--- src/design/stl_pkg.sv ---
// Shared types and constants for the s-expression token lexer.
// Used by stl_ctrl, stl_dp and scheme_token_lexer; depends on nothing else.

package stl_pkg;

    // Longest symbol that is buffered before a too-long error is raised.
    localparam int SYM_MAX = 32;
    localparam int SYM_AW  = (SYM_MAX > 1) ? $clog2(SYM_MAX) : 1;
    localparam int SYM_LW  = $clog2(SYM_MAX + 1);

    // Constant value width and the width of the times-ten-plus-digit product.
    localparam int VAL_W  = 64;
    localparam int PROD_W = VAL_W + 4;

    // Packed port widths.
    localparam int S_DATA_W = 8;
    localparam int M_DATA_W = VAL_W + 8;
    localparam int M_USER_W = 4;

    // Token kinds as they appear on the result channel.
    typedef enum logic [2:0] {
        KIND_OPEN  = 3'd0,
        KIND_CLOSE = 3'd1,
        KIND_QUOTE = 3'd2,
        KIND_DOT   = 3'd3,
        KIND_CONST = 3'd4,
        KIND_SYM   = 3'd5,
        KIND_END   = 3'd6,
        KIND_ERROR = 3'd7
    } kind_t;

    // Lexer mode between characters.
    typedef enum logic [1:0] {
        MODE_IDLE  = 2'd0,
        MODE_SIGN  = 2'd1,
        MODE_CONST = 2'd2,
        MODE_SYM   = 2'd3
    } mode_t;

    // Which result the datapath loads into its output register.
    typedef enum logic [2:0] {
        EM_NONE  = 3'd0,
        EM_FLUSH = 3'd1,
        EM_SYMCH = 3'd2,
        EM_TAIL  = 3'd3,
        EM_ERROR = 3'd4
    } emit_sel_t;

    // Commands from the controller to the datapath.
    typedef struct packed {
        logic      take;        // latch the accepted input transaction
        logic      sign_digit;  // first digit after a sign: enter constant mode
        logic      mul;         // form accumulator * 10 + digit
        logic      acc_load;    // commit the product to the accumulator
        logic      sym_append;  // append the character to the symbol store
        logic      drain_rd;    // read the next buffered symbol character
        emit_sel_t emit;        // result to load into the output register
        logic      emit_last;   // final result caused by this input
        logic      tail;        // apply the start-of-token rules to the character
        logic      clear;       // return to idle
    } dp_cmd_t;

    // Status from the datapath to the controller.
    typedef struct packed {
        logic  eoi;          // latched input is an end-of-input marker
        mode_t mode;
        logic  digit;        // latched character is a decimal digit
        logic  sym_cont;     // latched character may continue a symbol
        logic  sym_full;     // symbol store holds the maximum length
        logic  tail_emits;   // the tail step produces a result
        logic  ovf;          // product exceeds the signed range
        logic  drain_final;  // read index is on the last symbol character
        logic  out_free;     // output register can take a result this cycle
    } dp_stat_t;

endpackage

--- src/design/stl_dp.sv ---
// Datapath of the token lexer: input latch, character classes, constant
// accumulator, symbol store and the output register. Depends on stl_pkg.

module stl_dp (
    input  logic                          aclk,
    input  logic                          aresetn,
    input  logic [7:0]                    in_ch,
    input  logic                          in_eoi,
    input  stl_pkg::dp_cmd_t              cmd,
    output stl_pkg::dp_stat_t             stat,
    input  logic                          m_tready,
    output logic                          m_tvalid,
    output logic [stl_pkg::M_DATA_W-1:0]  m_tdata,
    output logic [stl_pkg::M_USER_W-1:0]  m_tuser,
    output logic                          m_tlast
);
    import stl_pkg::*;

    localparam logic [7:0] CH_OPEN  = 8'h28;
    localparam logic [7:0] CH_CLOSE = 8'h29;
    localparam logic [7:0] CH_QUOTE = 8'h27;
    localparam logic [7:0] CH_DOT   = 8'h2E;
    localparam logic [7:0] CH_PLUS  = 8'h2B;
    localparam logic [7:0] CH_MINUS = 8'h2D;
    localparam logic [7:0] CH_LT    = 8'h3C;
    localparam logic [7:0] CH_EQ    = 8'h3D;
    localparam logic [7:0] CH_GT    = 8'h3E;
    localparam logic [7:0] CH_STAR  = 8'h2A;
    localparam logic [7:0] CH_HASH  = 8'h23;
    localparam logic [7:0] CH_SLASH = 8'h2F;
    localparam logic [7:0] CH_QMARK = 8'h3F;
    localparam logic [7:0] CH_BANG  = 8'h21;
    localparam logic [7:0] CH_SPACE = 8'h20;

    // Latched input transaction.
    logic [7:0] ch_reg;
    logic       eoi_reg;

    // Token state.
    mode_t              mode_reg,   mode_next;
    logic               neg_reg,    neg_next;
    logic [VAL_W-1:0]   acc_reg,    acc_next;
    logic [SYM_LW-1:0]  len_reg,    len_next;
    logic [SYM_LW-1:0]  rd_idx_reg, rd_idx_next;
    logic [PROD_W-1:0]  prod_reg;
    logic [7:0]         rd_data_reg;

    // Symbol store, written on one port and read on another.
    logic [7:0]         sym_mem [SYM_MAX];
    logic               wr_en;
    logic [SYM_AW-1:0]  wr_addr;

    // Output register.
    logic               out_valid_reg;
    logic [VAL_W-1:0]   out_value_reg;
    logic [7:0]         out_char_reg;
    kind_t              out_kind_reg;
    logic               out_slast_reg;
    logic               out_last_reg;

    // Character classes of the latched character.
    logic               c_digit, c_alpha, c_other, c_space, c_sign, c_punct;
    logic               c_symstart, c_cont, c_illegal;
    logic [3:0]         dig;
    logic [VAL_W-1:0]   limit;

    // Result fields selected for the output register.
    kind_t              em_kind;
    logic [VAL_W-1:0]   em_value;
    logic [7:0]         em_char;
    logic               em_slast;

    // Latch the input transaction.
    always_ff @(posedge aclk) begin
        if (cmd.take) begin
            ch_reg  <= in_ch;
            eoi_reg <= in_eoi;
        end
    end

    // Classify the latched character.
    always_comb begin
        c_digit    = (ch_reg >= 8'h30) && (ch_reg <= 8'h39);
        c_alpha    = ((ch_reg >= 8'h61) && (ch_reg <= 8'h7A)) ||
                     ((ch_reg >= 8'h41) && (ch_reg <= 8'h5A));
        c_other    = (ch_reg == CH_LT) || (ch_reg == CH_EQ) || (ch_reg == CH_GT) ||
                     (ch_reg == CH_STAR) || (ch_reg == CH_HASH) || (ch_reg == CH_SLASH);
        c_space    = (ch_reg == CH_SPACE) || ((ch_reg >= 8'd9) && (ch_reg <= 8'd13));
        c_sign     = (ch_reg == CH_PLUS) || (ch_reg == CH_MINUS);
        c_punct    = (ch_reg == CH_OPEN) || (ch_reg == CH_CLOSE) ||
                     (ch_reg == CH_QUOTE) || (ch_reg == CH_DOT);
        c_symstart = c_alpha || c_other;
        c_cont     = c_symstart || c_digit || (ch_reg == CH_QMARK) ||
                     (ch_reg == CH_BANG) || (ch_reg == CH_MINUS);
        c_illegal  = !(c_space || c_punct || c_digit || c_symstart || c_sign);
        dig        = ch_reg[3:0];
        limit      = neg_reg ? {1'b1, {(VAL_W-1){1'b0}}} : {1'b0, {(VAL_W-1){1'b1}}};
    end

    // Status towards the controller.
    always_comb begin
        stat.eoi         = eoi_reg;
        stat.mode        = mode_reg;
        stat.digit       = c_digit;
        stat.sym_cont    = c_cont;
        stat.sym_full    = (len_reg == SYM_LW'(SYM_MAX));
        stat.tail_emits  = eoi_reg || c_punct || c_illegal;
        stat.ovf         = (prod_reg > PROD_W'(limit));
        stat.drain_final = ((rd_idx_reg + SYM_LW'(1)) == len_reg);
        stat.out_free    = !out_valid_reg || m_tready;
    end

    // Next token state. Clearing comes first so that the start rules can
    // override it in the same cycle.
    always_comb begin
        mode_next   = mode_reg;
        neg_next    = neg_reg;
        acc_next    = acc_reg;
        len_next    = len_reg;
        rd_idx_next = rd_idx_reg;
        wr_en       = 1'b0;
        wr_addr     = len_reg[SYM_AW-1:0];

        if (cmd.clear) begin
            mode_next   = MODE_IDLE;
            neg_next    = 1'b0;
            acc_next    = '0;
            len_next    = '0;
            rd_idx_next = '0;
        end

        if (cmd.tail && !eoi_reg) begin
            if (c_digit) begin
                mode_next = MODE_CONST;
                acc_next  = VAL_W'(dig);
            end else if (c_symstart) begin
                mode_next = MODE_SYM;
                len_next  = SYM_LW'(1);
                wr_en     = 1'b1;
                wr_addr   = '0;
            end else if (c_sign) begin
                mode_next = MODE_SIGN;
                neg_next  = (ch_reg == CH_MINUS);
            end
        end

        if (cmd.sign_digit) begin
            mode_next = MODE_CONST;
            acc_next  = VAL_W'(dig);
        end

        if (cmd.acc_load) begin
            acc_next = prod_reg[VAL_W-1:0];
        end

        if (cmd.sym_append) begin
            wr_en    = 1'b1;
            len_next = len_reg + SYM_LW'(1);
        end

        if (cmd.emit == EM_SYMCH) begin
            rd_idx_next = rd_idx_reg + SYM_LW'(1);
        end
    end

    always_ff @(posedge aclk) begin
        if (!aresetn) begin
            mode_reg   <= MODE_IDLE;
            neg_reg    <= 1'b0;
            acc_reg    <= '0;
            len_reg    <= '0;
            rd_idx_reg <= '0;
        end else begin
            mode_reg   <= mode_next;
            neg_reg    <= neg_next;
            acc_reg    <= acc_next;
            len_reg    <= len_next;
            rd_idx_reg <= rd_idx_next;
        end
    end

    // Times ten plus digit, as two shifted copies and the digit.
    always_ff @(posedge aclk) begin
        if (cmd.mul) begin
            prod_reg <= (PROD_W'(acc_reg) << 3) + (PROD_W'(acc_reg) << 1) + PROD_W'(dig);
        end
    end

    // Symbol store: write port and registered read port.
    always_ff @(posedge aclk) begin
        if (wr_en) begin
            sym_mem[wr_addr] <= ch_reg;
        end
    end

    always_ff @(posedge aclk) begin
        if (cmd.drain_rd) begin
            rd_data_reg <= sym_mem[rd_idx_reg[SYM_AW-1:0]];
        end
    end

    // Select the fields of the result being emitted.
    always_comb begin
        em_kind  = KIND_ERROR;
        em_value = '0;
        em_char  = '0;
        em_slast = 1'b0;
        unique case (cmd.emit)
            EM_FLUSH: begin
                if (mode_reg == MODE_SIGN) begin
                    em_kind  = KIND_SYM;
                    em_char  = neg_reg ? CH_MINUS : CH_PLUS;
                    em_slast = 1'b1;
                end else begin
                    em_kind  = KIND_CONST;
                    em_value = neg_reg ? (VAL_W'(0) - acc_reg) : acc_reg;
                end
            end
            EM_SYMCH: begin
                em_kind  = KIND_SYM;
                em_char  = rd_data_reg;
                em_slast = stat.drain_final;
            end
            EM_TAIL: begin
                if (eoi_reg) begin
                    em_kind = KIND_END;
                end else if (ch_reg == CH_OPEN) begin
                    em_kind = KIND_OPEN;
                end else if (ch_reg == CH_CLOSE) begin
                    em_kind = KIND_CLOSE;
                end else if (ch_reg == CH_QUOTE) begin
                    em_kind = KIND_QUOTE;
                end else if (ch_reg == CH_DOT) begin
                    em_kind = KIND_DOT;
                end else begin
                    em_kind = KIND_ERROR;
                end
            end
            EM_ERROR: begin
                em_kind = KIND_ERROR;
            end
            default: begin
                em_kind = KIND_ERROR;
            end
        endcase
    end

    // Output register: loaded on an emit, emptied when the transaction is taken.
    always_ff @(posedge aclk) begin
        if (!aresetn) begin
            out_valid_reg <= 1'b0;
        end else if (cmd.emit != EM_NONE) begin
            out_valid_reg <= 1'b1;
        end else if (m_tready) begin
            out_valid_reg <= 1'b0;
        end
    end

    always_ff @(posedge aclk) begin
        if (cmd.emit != EM_NONE) begin
            out_kind_reg  <= em_kind;
            out_value_reg <= em_value;
            out_char_reg  <= em_char;
            out_slast_reg <= em_slast;
            out_last_reg  <= cmd.emit_last;
        end
    end

    assign m_tvalid = out_valid_reg;
    assign m_tdata  = {out_char_reg, out_value_reg};
    assign m_tuser  = {out_slast_reg, out_kind_reg};
    assign m_tlast  = out_last_reg;

endmodule

--- src/design/stl_ctrl.sv ---
// Controller of the token lexer: a one-hot state machine that sequences
// each character through the datapath. Depends on stl_pkg.

module stl_ctrl (
    input  logic              aclk,
    input  logic              aresetn,
    input  logic              s_tvalid,
    output logic              s_tready,
    input  stl_pkg::dp_stat_t stat,
    output stl_pkg::dp_cmd_t  cmd
);
    import stl_pkg::*;

    typedef enum logic [8:0] {
        S_IDLE     = 9'b000000001,
        S_DECIDE   = 9'b000000010,
        S_MUL      = 9'b000000100,
        S_CHK      = 9'b000001000,
        S_FLUSH    = 9'b000010000,
        S_DRAIN_RD = 9'b000100000,
        S_DRAIN_EM = 9'b001000000,
        S_TAIL     = 9'b010000000,
        S_ERR      = 9'b100000000
    } state_t;

    state_t state_reg, state_next;

    // No input transaction is taken while reset is held.
    assign s_tready = aresetn && (state_reg == S_IDLE);

    // Next state and datapath commands.
    always_comb begin
        state_next = state_reg;
        cmd        = '0;
        cmd.emit   = EM_NONE;
        unique case (state_reg)
            S_IDLE: begin
                if (s_tvalid) begin
                    cmd.take   = 1'b1;
                    state_next = S_DECIDE;
                end
            end
            S_DECIDE: begin
                if (stat.eoi) begin
                    if (stat.mode == MODE_IDLE) begin
                        state_next = S_TAIL;
                    end else if (stat.mode == MODE_SYM) begin
                        state_next = S_DRAIN_RD;
                    end else begin
                        state_next = S_FLUSH;
                    end
                end else if ((stat.mode == MODE_SIGN) && stat.digit) begin
                    cmd.sign_digit = 1'b1;
                    state_next     = S_IDLE;
                end else if ((stat.mode == MODE_CONST) && stat.digit) begin
                    state_next = S_MUL;
                end else if ((stat.mode == MODE_SYM) && stat.sym_cont) begin
                    if (stat.sym_full) begin
                        state_next = S_ERR;
                    end else begin
                        cmd.sym_append = 1'b1;
                        state_next     = S_IDLE;
                    end
                end else if (stat.mode == MODE_SYM) begin
                    state_next = S_DRAIN_RD;
                end else if (stat.mode == MODE_IDLE) begin
                    state_next = S_TAIL;
                end else begin
                    state_next = S_FLUSH;
                end
            end
            S_MUL: begin
                cmd.mul    = 1'b1;
                state_next = S_CHK;
            end
            S_CHK: begin
                if (stat.ovf) begin
                    state_next = S_ERR;
                end else begin
                    cmd.acc_load = 1'b1;
                    state_next   = S_IDLE;
                end
            end
            S_FLUSH: begin
                if (stat.out_free) begin
                    cmd.emit      = EM_FLUSH;
                    cmd.emit_last = !stat.tail_emits;
                    state_next    = S_TAIL;
                end
            end
            S_DRAIN_RD: begin
                cmd.drain_rd = 1'b1;
                state_next   = S_DRAIN_EM;
            end
            S_DRAIN_EM: begin
                if (stat.out_free) begin
                    cmd.emit      = EM_SYMCH;
                    cmd.emit_last = stat.drain_final && !stat.tail_emits;
                    state_next    = stat.drain_final ? S_TAIL : S_DRAIN_RD;
                end
            end
            S_TAIL: begin
                if (!stat.tail_emits || stat.out_free) begin
                    cmd.tail      = 1'b1;
                    cmd.clear     = 1'b1;
                    cmd.emit      = stat.tail_emits ? EM_TAIL : EM_NONE;
                    cmd.emit_last = 1'b1;
                    state_next    = S_IDLE;
                end
            end
            S_ERR: begin
                if (stat.out_free) begin
                    cmd.emit      = EM_ERROR;
                    cmd.emit_last = 1'b1;
                    cmd.clear     = 1'b1;
                    state_next    = S_IDLE;
                end
            end
            default: begin
                state_next = S_IDLE;
            end
        endcase
    end

    always_ff @(posedge aclk) begin
        if (!aresetn) begin
            state_reg <= S_IDLE;
        end else begin
            state_reg <= state_next;
        end
    end

endmodule

--- src/design/scheme_token_lexer.sv ---
// Top level of the s-expression token lexer: joins the controller and the
// datapath. Depends on stl_pkg, stl_ctrl and stl_dp.
//
// Channel  Direction  Data                              User
// s_       in         [7:0] ch                          [0] end_of_input
// m_       out        [63:0] value, [71:64] sym_char    [2:0] kind, [3] sym_last
//                     tlast: final result of one input transaction
//
// A character that only extends a token is accepted and then decided;
// a digit of a constant then passes the times-ten-plus-digit and range
// check states. Each buffered symbol character is read from the symbol
// store, a registered read, and then emitted. A flushed token, the closing
// token and an error are each loaded once the output register is free.
// Reset is synchronous and returns the lexer to idle with no result pending.
// A stalled result channel holds the controller; the next input is accepted
// once the last result of the previous one sits in the output register.

module scheme_token_lexer (
    input  logic                          aclk,
    input  logic                          aresetn,
    input  logic                          s_tvalid,
    output logic                          s_tready,
    input  logic [stl_pkg::S_DATA_W-1:0]  s_tdata,   // [7:0] ch
    input  logic                          s_tuser,   // [0] end_of_input
    output logic                          m_tvalid,
    input  logic                          m_tready,
    output logic [stl_pkg::M_DATA_W-1:0]  m_tdata,   // [63:0] value, [71:64] sym_char
    output logic [stl_pkg::M_USER_W-1:0]  m_tuser,   // [2:0] kind, [3] sym_last
    output logic                          m_tlast
);
    import stl_pkg::*;

    dp_cmd_t  cmd;
    dp_stat_t stat;

    // Sequencing of each input transaction.
    stl_ctrl u_ctrl (
        .aclk     (aclk),
        .aresetn  (aresetn),
        .s_tvalid (s_tvalid),
        .s_tready (s_tready),
        .stat     (stat),
        .cmd      (cmd)
    );

    // Token state, symbol store and output register.
    stl_dp u_dp (
        .aclk     (aclk),
        .aresetn  (aresetn),
        .in_ch    (s_tdata[7:0]),
        .in_eoi   (s_tuser),
        .cmd      (cmd),
        .stat     (stat),
        .m_tready (m_tready),
        .m_tvalid (m_tvalid),
        .m_tdata  (m_tdata),
        .m_tuser  (m_tuser),
        .m_tlast  (m_tlast)
    );

endmodule

--- config.mk ---
export PLATFORM = sky130hd
export DESIGN_NAME = scheme_token_lexer
export DESIGN_NICKNAME = d
export VERILOG_FILES = /design/src/design/stl_pkg.sv /design/src/design/stl_dp.sv /design/src/design/stl_ctrl.sv /design/src/design/scheme_token_lexer.sv
export SDC_FILE = /design/constraint.sdc
export NUM_CORES = 1
export LEC_CHECK = 0
export BUFFER_PORTS_ARGS = -buffer_cell sky130_fd_sc_hd__clkbuf_2
export CORE_UTILIZATION = 55
export CTS_BUF_LIST = sky130_fd_sc_hd__clkbuf_8
export CTS_CLUSTER_DIAMETER = 80
export CTS_CLUSTER_SIZE = 25
export DETAILED_ROUTE_END_ITERATION = 10
export PLACE_DENSITY_LB_ADDON = 0.25
export SYNTH_ARGS = -nofsm -noshare
export SYNTH_HDL_FRONTEND = slang
export SYNTH_HIERARCHICAL = 1
export SYNTH_SLANG_ARGS = --single-unit
--- constraint.sdc ---
create_clock -name aclk -period 10 [get_ports aclk]
set_clock_uncertainty 0.2 [all_clocks]
set_input_delay 0.5 -clock aclk [delete_from_list [all_inputs] [get_ports aclk]]
set_output_delay 0.5 -clock aclk [all_outputs]
set_load 0.02 [all_outputs]
# After elaboration in Yosys (flattened, before gate mapping)
# Memory sizes are Yosys's and may differ from the RTL's. A register that Yosys moved wholly into a read port is not among the register bits.
# Cells that the tools add are included.
[classes] add_sub_neg=5 magnitude_cmp=9 eq_ne=37 mux=89 bitwise=2 reduce_logical=45
[op_table] operator="2-to-1 mux 64 bit" n=7
[op_table] operator="equality test 8 x 6 -> 1 bit (second input constant)" n=15
[op_table] operator="2-to-1 mux 9 bit" n=12
[op_table] operator="case mux 9 bit (9 select lines)" n=1
[op_table] operator="adder 67 x 65 -> 68 bit" n=1
[op_table] operator="adder 68 x 4 -> 68 bit" n=1
[op_table] operator="greater-than comparator 68 x 64 -> 1 bit" n=1
[op_table] operator="subtractor 1 x 64 -> 64 bit (first input constant)" n=1
[op_table] operator="2-to-1 mux 6 bit" n=9
[op_table] operator="2-to-1 mux 1 bit" n=32
[op_table] operator="2-to-1 mux 8 bit" n=4
[op_table] operator="logical OR 1 bit" n=24
[op_table] operator="2-to-1 mux 3 bit" n=7
[op_table] operator=">= comparator 8 x 7 -> 1 bit (second input constant)" n=2
[op_table] operator="<= comparator 8 x 7 -> 1 bit (second input constant)" n=2
[op_table] operator="2-to-1 mux 2 bit" n=8
[op_table] operator="case mux 4 bit (4 select lines)" n=1
[op_table] operator="case mux 8 bit (2 select lines)" n=1
[op_table] operator="2-to-1 mux 5 bit" n=3
[op_table] operator="adder 6 x 1 -> 6 bit (second input constant)" n=2
[op_table] operator="logical AND 1 bit" n=10
[op_table] operator="equality test 9 x 1 -> 1 bit (second input constant)" n=1
[op_table] operator="equality test 9 x 2 -> 1 bit (second input constant)" n=1
[op_table] operator="equality test 9 x 3 -> 1 bit (second input constant)" n=1
[op_table] operator="other kinds (28)" n=40
[word_totals] register_bits=243 mem_bits_rw=256 inputBits=13 out_inout_bits=79 word_cells=204 mem_count=1
[memory_table] memory="u_dp.sym_mem" words=32 width=8 rd=1 rd_clocked_by_memory_dff=1 wr=1 line_no="stl_dp.sv:49" text="logic [7:0] sym_mem [SYM_MAX];"

# Depth between registers and ports, before layout
[logic_depth] word_depth=21 depth_mapped=18 mapped_depth_nobuf=16

# Modules after synthesis
# Netlist, hierarchy kept.
[modules_own_cells] module="stl_dp" n_inst=1 cells_each=2054 area_per_inst_um2=25908.6 seq_area_each_um2=14153.6
[modules_own_cells] module="stl_ctrl" n_inst=1 cells_each=118 area_per_inst_um2=839.6 seq_area_each_um2=180.2

# Worst setup path after synthesis
# OpenSTA, ideal clock, no wires.
[synth_timing] path_type="register -> register" startpoint="reg u_dp.ch_reg[1]" endpoint="reg u_dp.out_last_reg (netlist: u_dp/m_tlast), enable pin" setup_time_ns=0.431 t_arrival_ns=4.747 t_required_ns=9.369 slack_ns=4.623 stages_incl_launch_ff=15 path_buffers=2 synth_period_minus_slack_ns=5.377 cell_sequence="edfxtp_1 -> clkbuf_1 -> inv_1 -> nor2_1 -> o211ai_1 -> nand3_1 -> a21o_1 -> nand2_1 -> o311ai_0 -> nand2_1 -> mux2_2 -> nor3_1 -> clkbuf_1 -> nor3_1 -> inv_1"
[synth_rtl] element="start, declared" line_no="stl_dp.sv:36" text="logic [7:0] ch_reg;"
[synth_rtl] element="start signal, assigned" line_no="stl_dp.sv:76" text="ch_reg <= in_ch;"
[synth_rtl] element="end signal, assigned" line_no="stl_dp.sv:265" text="out_last_reg <= cmd.emit_last;"
[synth_rtl] element="end, declared" line_no="stl_dp.sv:59" text="logic out_last_reg;"

==> flow_metrics.tcl <==
set metrics [dict create \
    worst-path-buf-inv 1 \
    slew_headroom 0.1297 \
    worst_path_most_repeated_cell "nand2_1" \
    criticalPathCategory "flop to flop" \
    clkPwrFrac 0.284 \
    vias_per_cell 6.285 \
    drt_iter0_drc 1629 \
    final-hold-violation-count 0 \
    ctsLongestPathBuffers 3 \
    syn_area_sq_mm 0.02675 \
    crit_fanout 26 \
    dieWidth_um 222.5 \
    synth_edf_count 418 \
    switching_share 0.2333 \
    cpLargestDelayFamily "compound AO/OA/AOI/OAI gates" \
    whs_path_depth 3 \
    seq_area_frac_synth 0.5359 \
    first_global_vias 17390 \
    power_density_mw_per_mm2 123.3 \
    endpoint_kind "flop" \
    ant_nets 0 \
    r2r_end "u_dp/out_char_reg[2]" \
    path_cells "buf_4 -> xnor2_1 -> a21oi_1 -> o32ai_1 -> nand3b_1 -> a21o_1 -> nand2_1 -> o311ai_0 -> nand2_1 -> mux2_2 -> nor3_1 -> nand3_1 -> o21ai_0" \
    hpwl_um 43200 \
    routed-via-count 17930 \
    insertion_delay_ns 0.67 \
    synth_cell_types 80 \
    worst_hold_slack_ns 0.1568 \
    peakVddDrop_mv 0.1559 \
    cts_resized 0 \
    min_path_type "input pin to flop" \
    synth_area_leaders "edfxtp_1, ha_1, mux4_2, dfxtp_1, nor2_1" \
    max_cap_viol_count 0 \
    fmax_mhz 178.1 \
    routed_wl_um 62150 \
    track_usage 0.2509 \
    hold_end "u_dp/len_reg[4]" \
    combPwrFrac 0.047 \
    firstDrtPassIters 5 \
    fin_area_sq_mm 0.02842 \
    globalRouteMet2Util 0.4135 \
    dp_slack_ns 4.467 \
    crit_path_start_kind "flop" \
    antenna_cells 0 \
    antenna_found_initial 0 \
    period_share 0.5614 \
    cp_data_required_time_ns 10.21 \
    yosysWarningCount 6 \
    synth_top_area_share 0.4693 \
    grt_pass1_wl_um 97500 \
    r2r-start "u_dp/ch_reg[2]" \
    worst_pin_slew_ns 1.305 \
    core_area_sq_mm 0.04785 \
    drive_gt1_frac 0.1278 \
    period_minus_slack_ns 5.614 \
    dieArea_sq_mm 0.04952 \
    drc 0 \
    p_leak_nw 10.80 \
    cts_tree "built" \
    globalRouteOverflowTotal 0 \
    grt.busiest_layer "met2" \
    num-nets-final 2429 \
    io-pin-count 92 \
    setup_violations 0 \
    synthCells 2172 \
    synthArstFlopShare 0 \
    status "finished, final reports clean" \
    grt_setup_unrepaired "no" \
    synth_flop_cell "edfxtp_1" \
    power_frac_seq 0.669 \
    htree_levels 1 \
    slowest_delay_ns 0.79 \
    clkTransAtPathRegs_ns 0.13 \
    syn_avg_cell_area_sq_um 12.31 \
    grt_util_met1 0.3515 \
    slew_viol_final 0 \
    synth_top_cell_by_area "edfxtp_1" \
    std_cell_rows 80 \
    ff2ff_setup_slack_ns 4.39 \
    chipHeight_um 222.5 \
    finalSetupTns_ns 0 \
    largest_reg_flops 256 \
    layout_setup_ws_ns 4.386 \
    ys_seq_elements 507 \
    hold_path_startpoint "aresetn" \
    cellInternalPower_w 0.002686 \
    clock-sinks 507 \
    crit_slowest_cell "edfxtp_1" \
    arrival_ns 5.82 \
    r2r_cells 13 \
    cp.depth 13 \
    routabilityCongestion 0.8912 \
    place_area_sq_mm 0.02772 \
    start_util 0.5590 \
    cts_made_buffers 28 \
    detail_route.wl_per_cell_um 21.79 \
    syn2layout_area_growth_pct 6.245 \
    portBuffers 91 \
    grt_max_degree 72 \
    synth_fp_nets 2386 \
    p_sw_w 0.0008175 \
    use_met3 0.02275 \
    fin_total_pwr_w 0.003504 \
    root_buffer "clkbuf_8" \
]
routing by layer:
layer  share of wire  up-vias
met2            0.48      582
met3           0.052      102
met1            0.44     8845
met4           0.031        0
met5               0        -
li1                -     8397
Yosys cell counts, types with 20 or more instances:
| cell | instances |
|---|---|
| edfxtp_1 | 418 |
| nor2_1 | 245 |
| ha_1 | 199 |
| a21oi_1 | 114 |
| nand2_1 | 107 |
| xor2_1 | 95 |
| clkbuf_1 | 91 |
| dfxtp_1 | 89 |
| o21ai_0 | 87 |
| mux4_2 | 80 |
| a22oi_1 | 65 |
| a21o_1 | 63 |
| xnor2_1 | 43 |
| nand4_1 | 42 |
| inv_1 | 37 |
| nor3_1 | 35 |
| nand3_1 | 31 |
| or3_1 | 24 |
| nor2b_1 | 22 |
| o31ai_1 | 21 |
| a31oi_1 | 20 |
metrics by stage:
step	utilization	std cells
after detailed placement	0.5793	2790
after floorplan	-	2172
after CTS	0.5940	2852
after global routing	0.5940	2852
after global placement	0.5793	2790
final	0.5940	2852
worst min-delay path, cell delays in order:
cell	delay, ns
clkbuf_2	0.30
nand2_1	0.15
a31oi_1	0.03
worst max path at each step:
| stage | startpoint | endpoint |
|---|---|---|
| after floorplan | u_dp/ch_reg[1] | u_dp/m_tlast |
| after global placement | u_dp/ch_reg[2] | u_dp/out_value_reg[13] |
| after detailed placement | u_dp/ch_reg[2] | u_dp/out_value_reg[13] |
| after CTS | u_dp/ch_reg[2] | u_dp/out_value_reg[16] |
| after global routing | u_dp/ch_reg[2] | u_dp/out_value_reg[1] |
| final | u_dp/ch_reg[2] | u_dp/out_char_reg[2] |
cell families after synthesis:
family | count (synthesis) | share of synthesized area
compound gates | 476 | 0.1165
fa+ha+maj | 201 | 0.09458
buf+inv | 144 | 0.02184
simple gates | 613 | 0.1133
mux | 93 | 0.07269
xor+xnor | 138 | 0.04519
flops | 507 | 0.5359
power groups by stage:
stage	Clock (W)	Combinational (W)	Sequential (W)
2_1_floorplan	0	0.0000861	0.00241
3_3_place_gp	0	0.000159	0.00239
3_5_place_dp	0	0.000162	0.00239
4_1_cts	0.00102	0.000165	0.00235
5_1_grt	0.00108	0.000178	0.00235
6_report	0.000993	0.000166	0.00234
cell usage in the layout, fill, tap and decap left out, drive strengths merged, types with 12 or more instances in the layout:
master / n
edfxtp: 418
nor2: 245
ha: 199
clkbuf: 119
a21oi: 114
nand2: 108
xor2: 95
o21ai: 90
dfxtp: 89
mux4: 80
a22oi: 65
a21o: 63
inv: 52
xnor2: 43
nand4: 42
nor3: 35
nand3: 31
or3: 26
nor2b: 22
o31ai: 21
a31oi: 20
buf: 18
o21a: 15
nand2b: 14
or4: 14
nor4: 14
o21bai: 13
or2: 12
repair_timing:
action,4_1_cts,5_1_grt
hold buffers,10,0
hold endpoints to repair,11,0
buffers inserted,0,0
endpoints found under the setup margin,0,0
area by class of cell:
class	instances	area, sq um
well taps	615	769.5
inverters	38	143.9
repair buffers	119	690.7
flip-flops and latches	507	14340
fillers	3809	19430
multi-input cells	1521	11870
clock buffers	28	385.4
clock inverters	24	216.5
(Power assumes the default switching activity.)
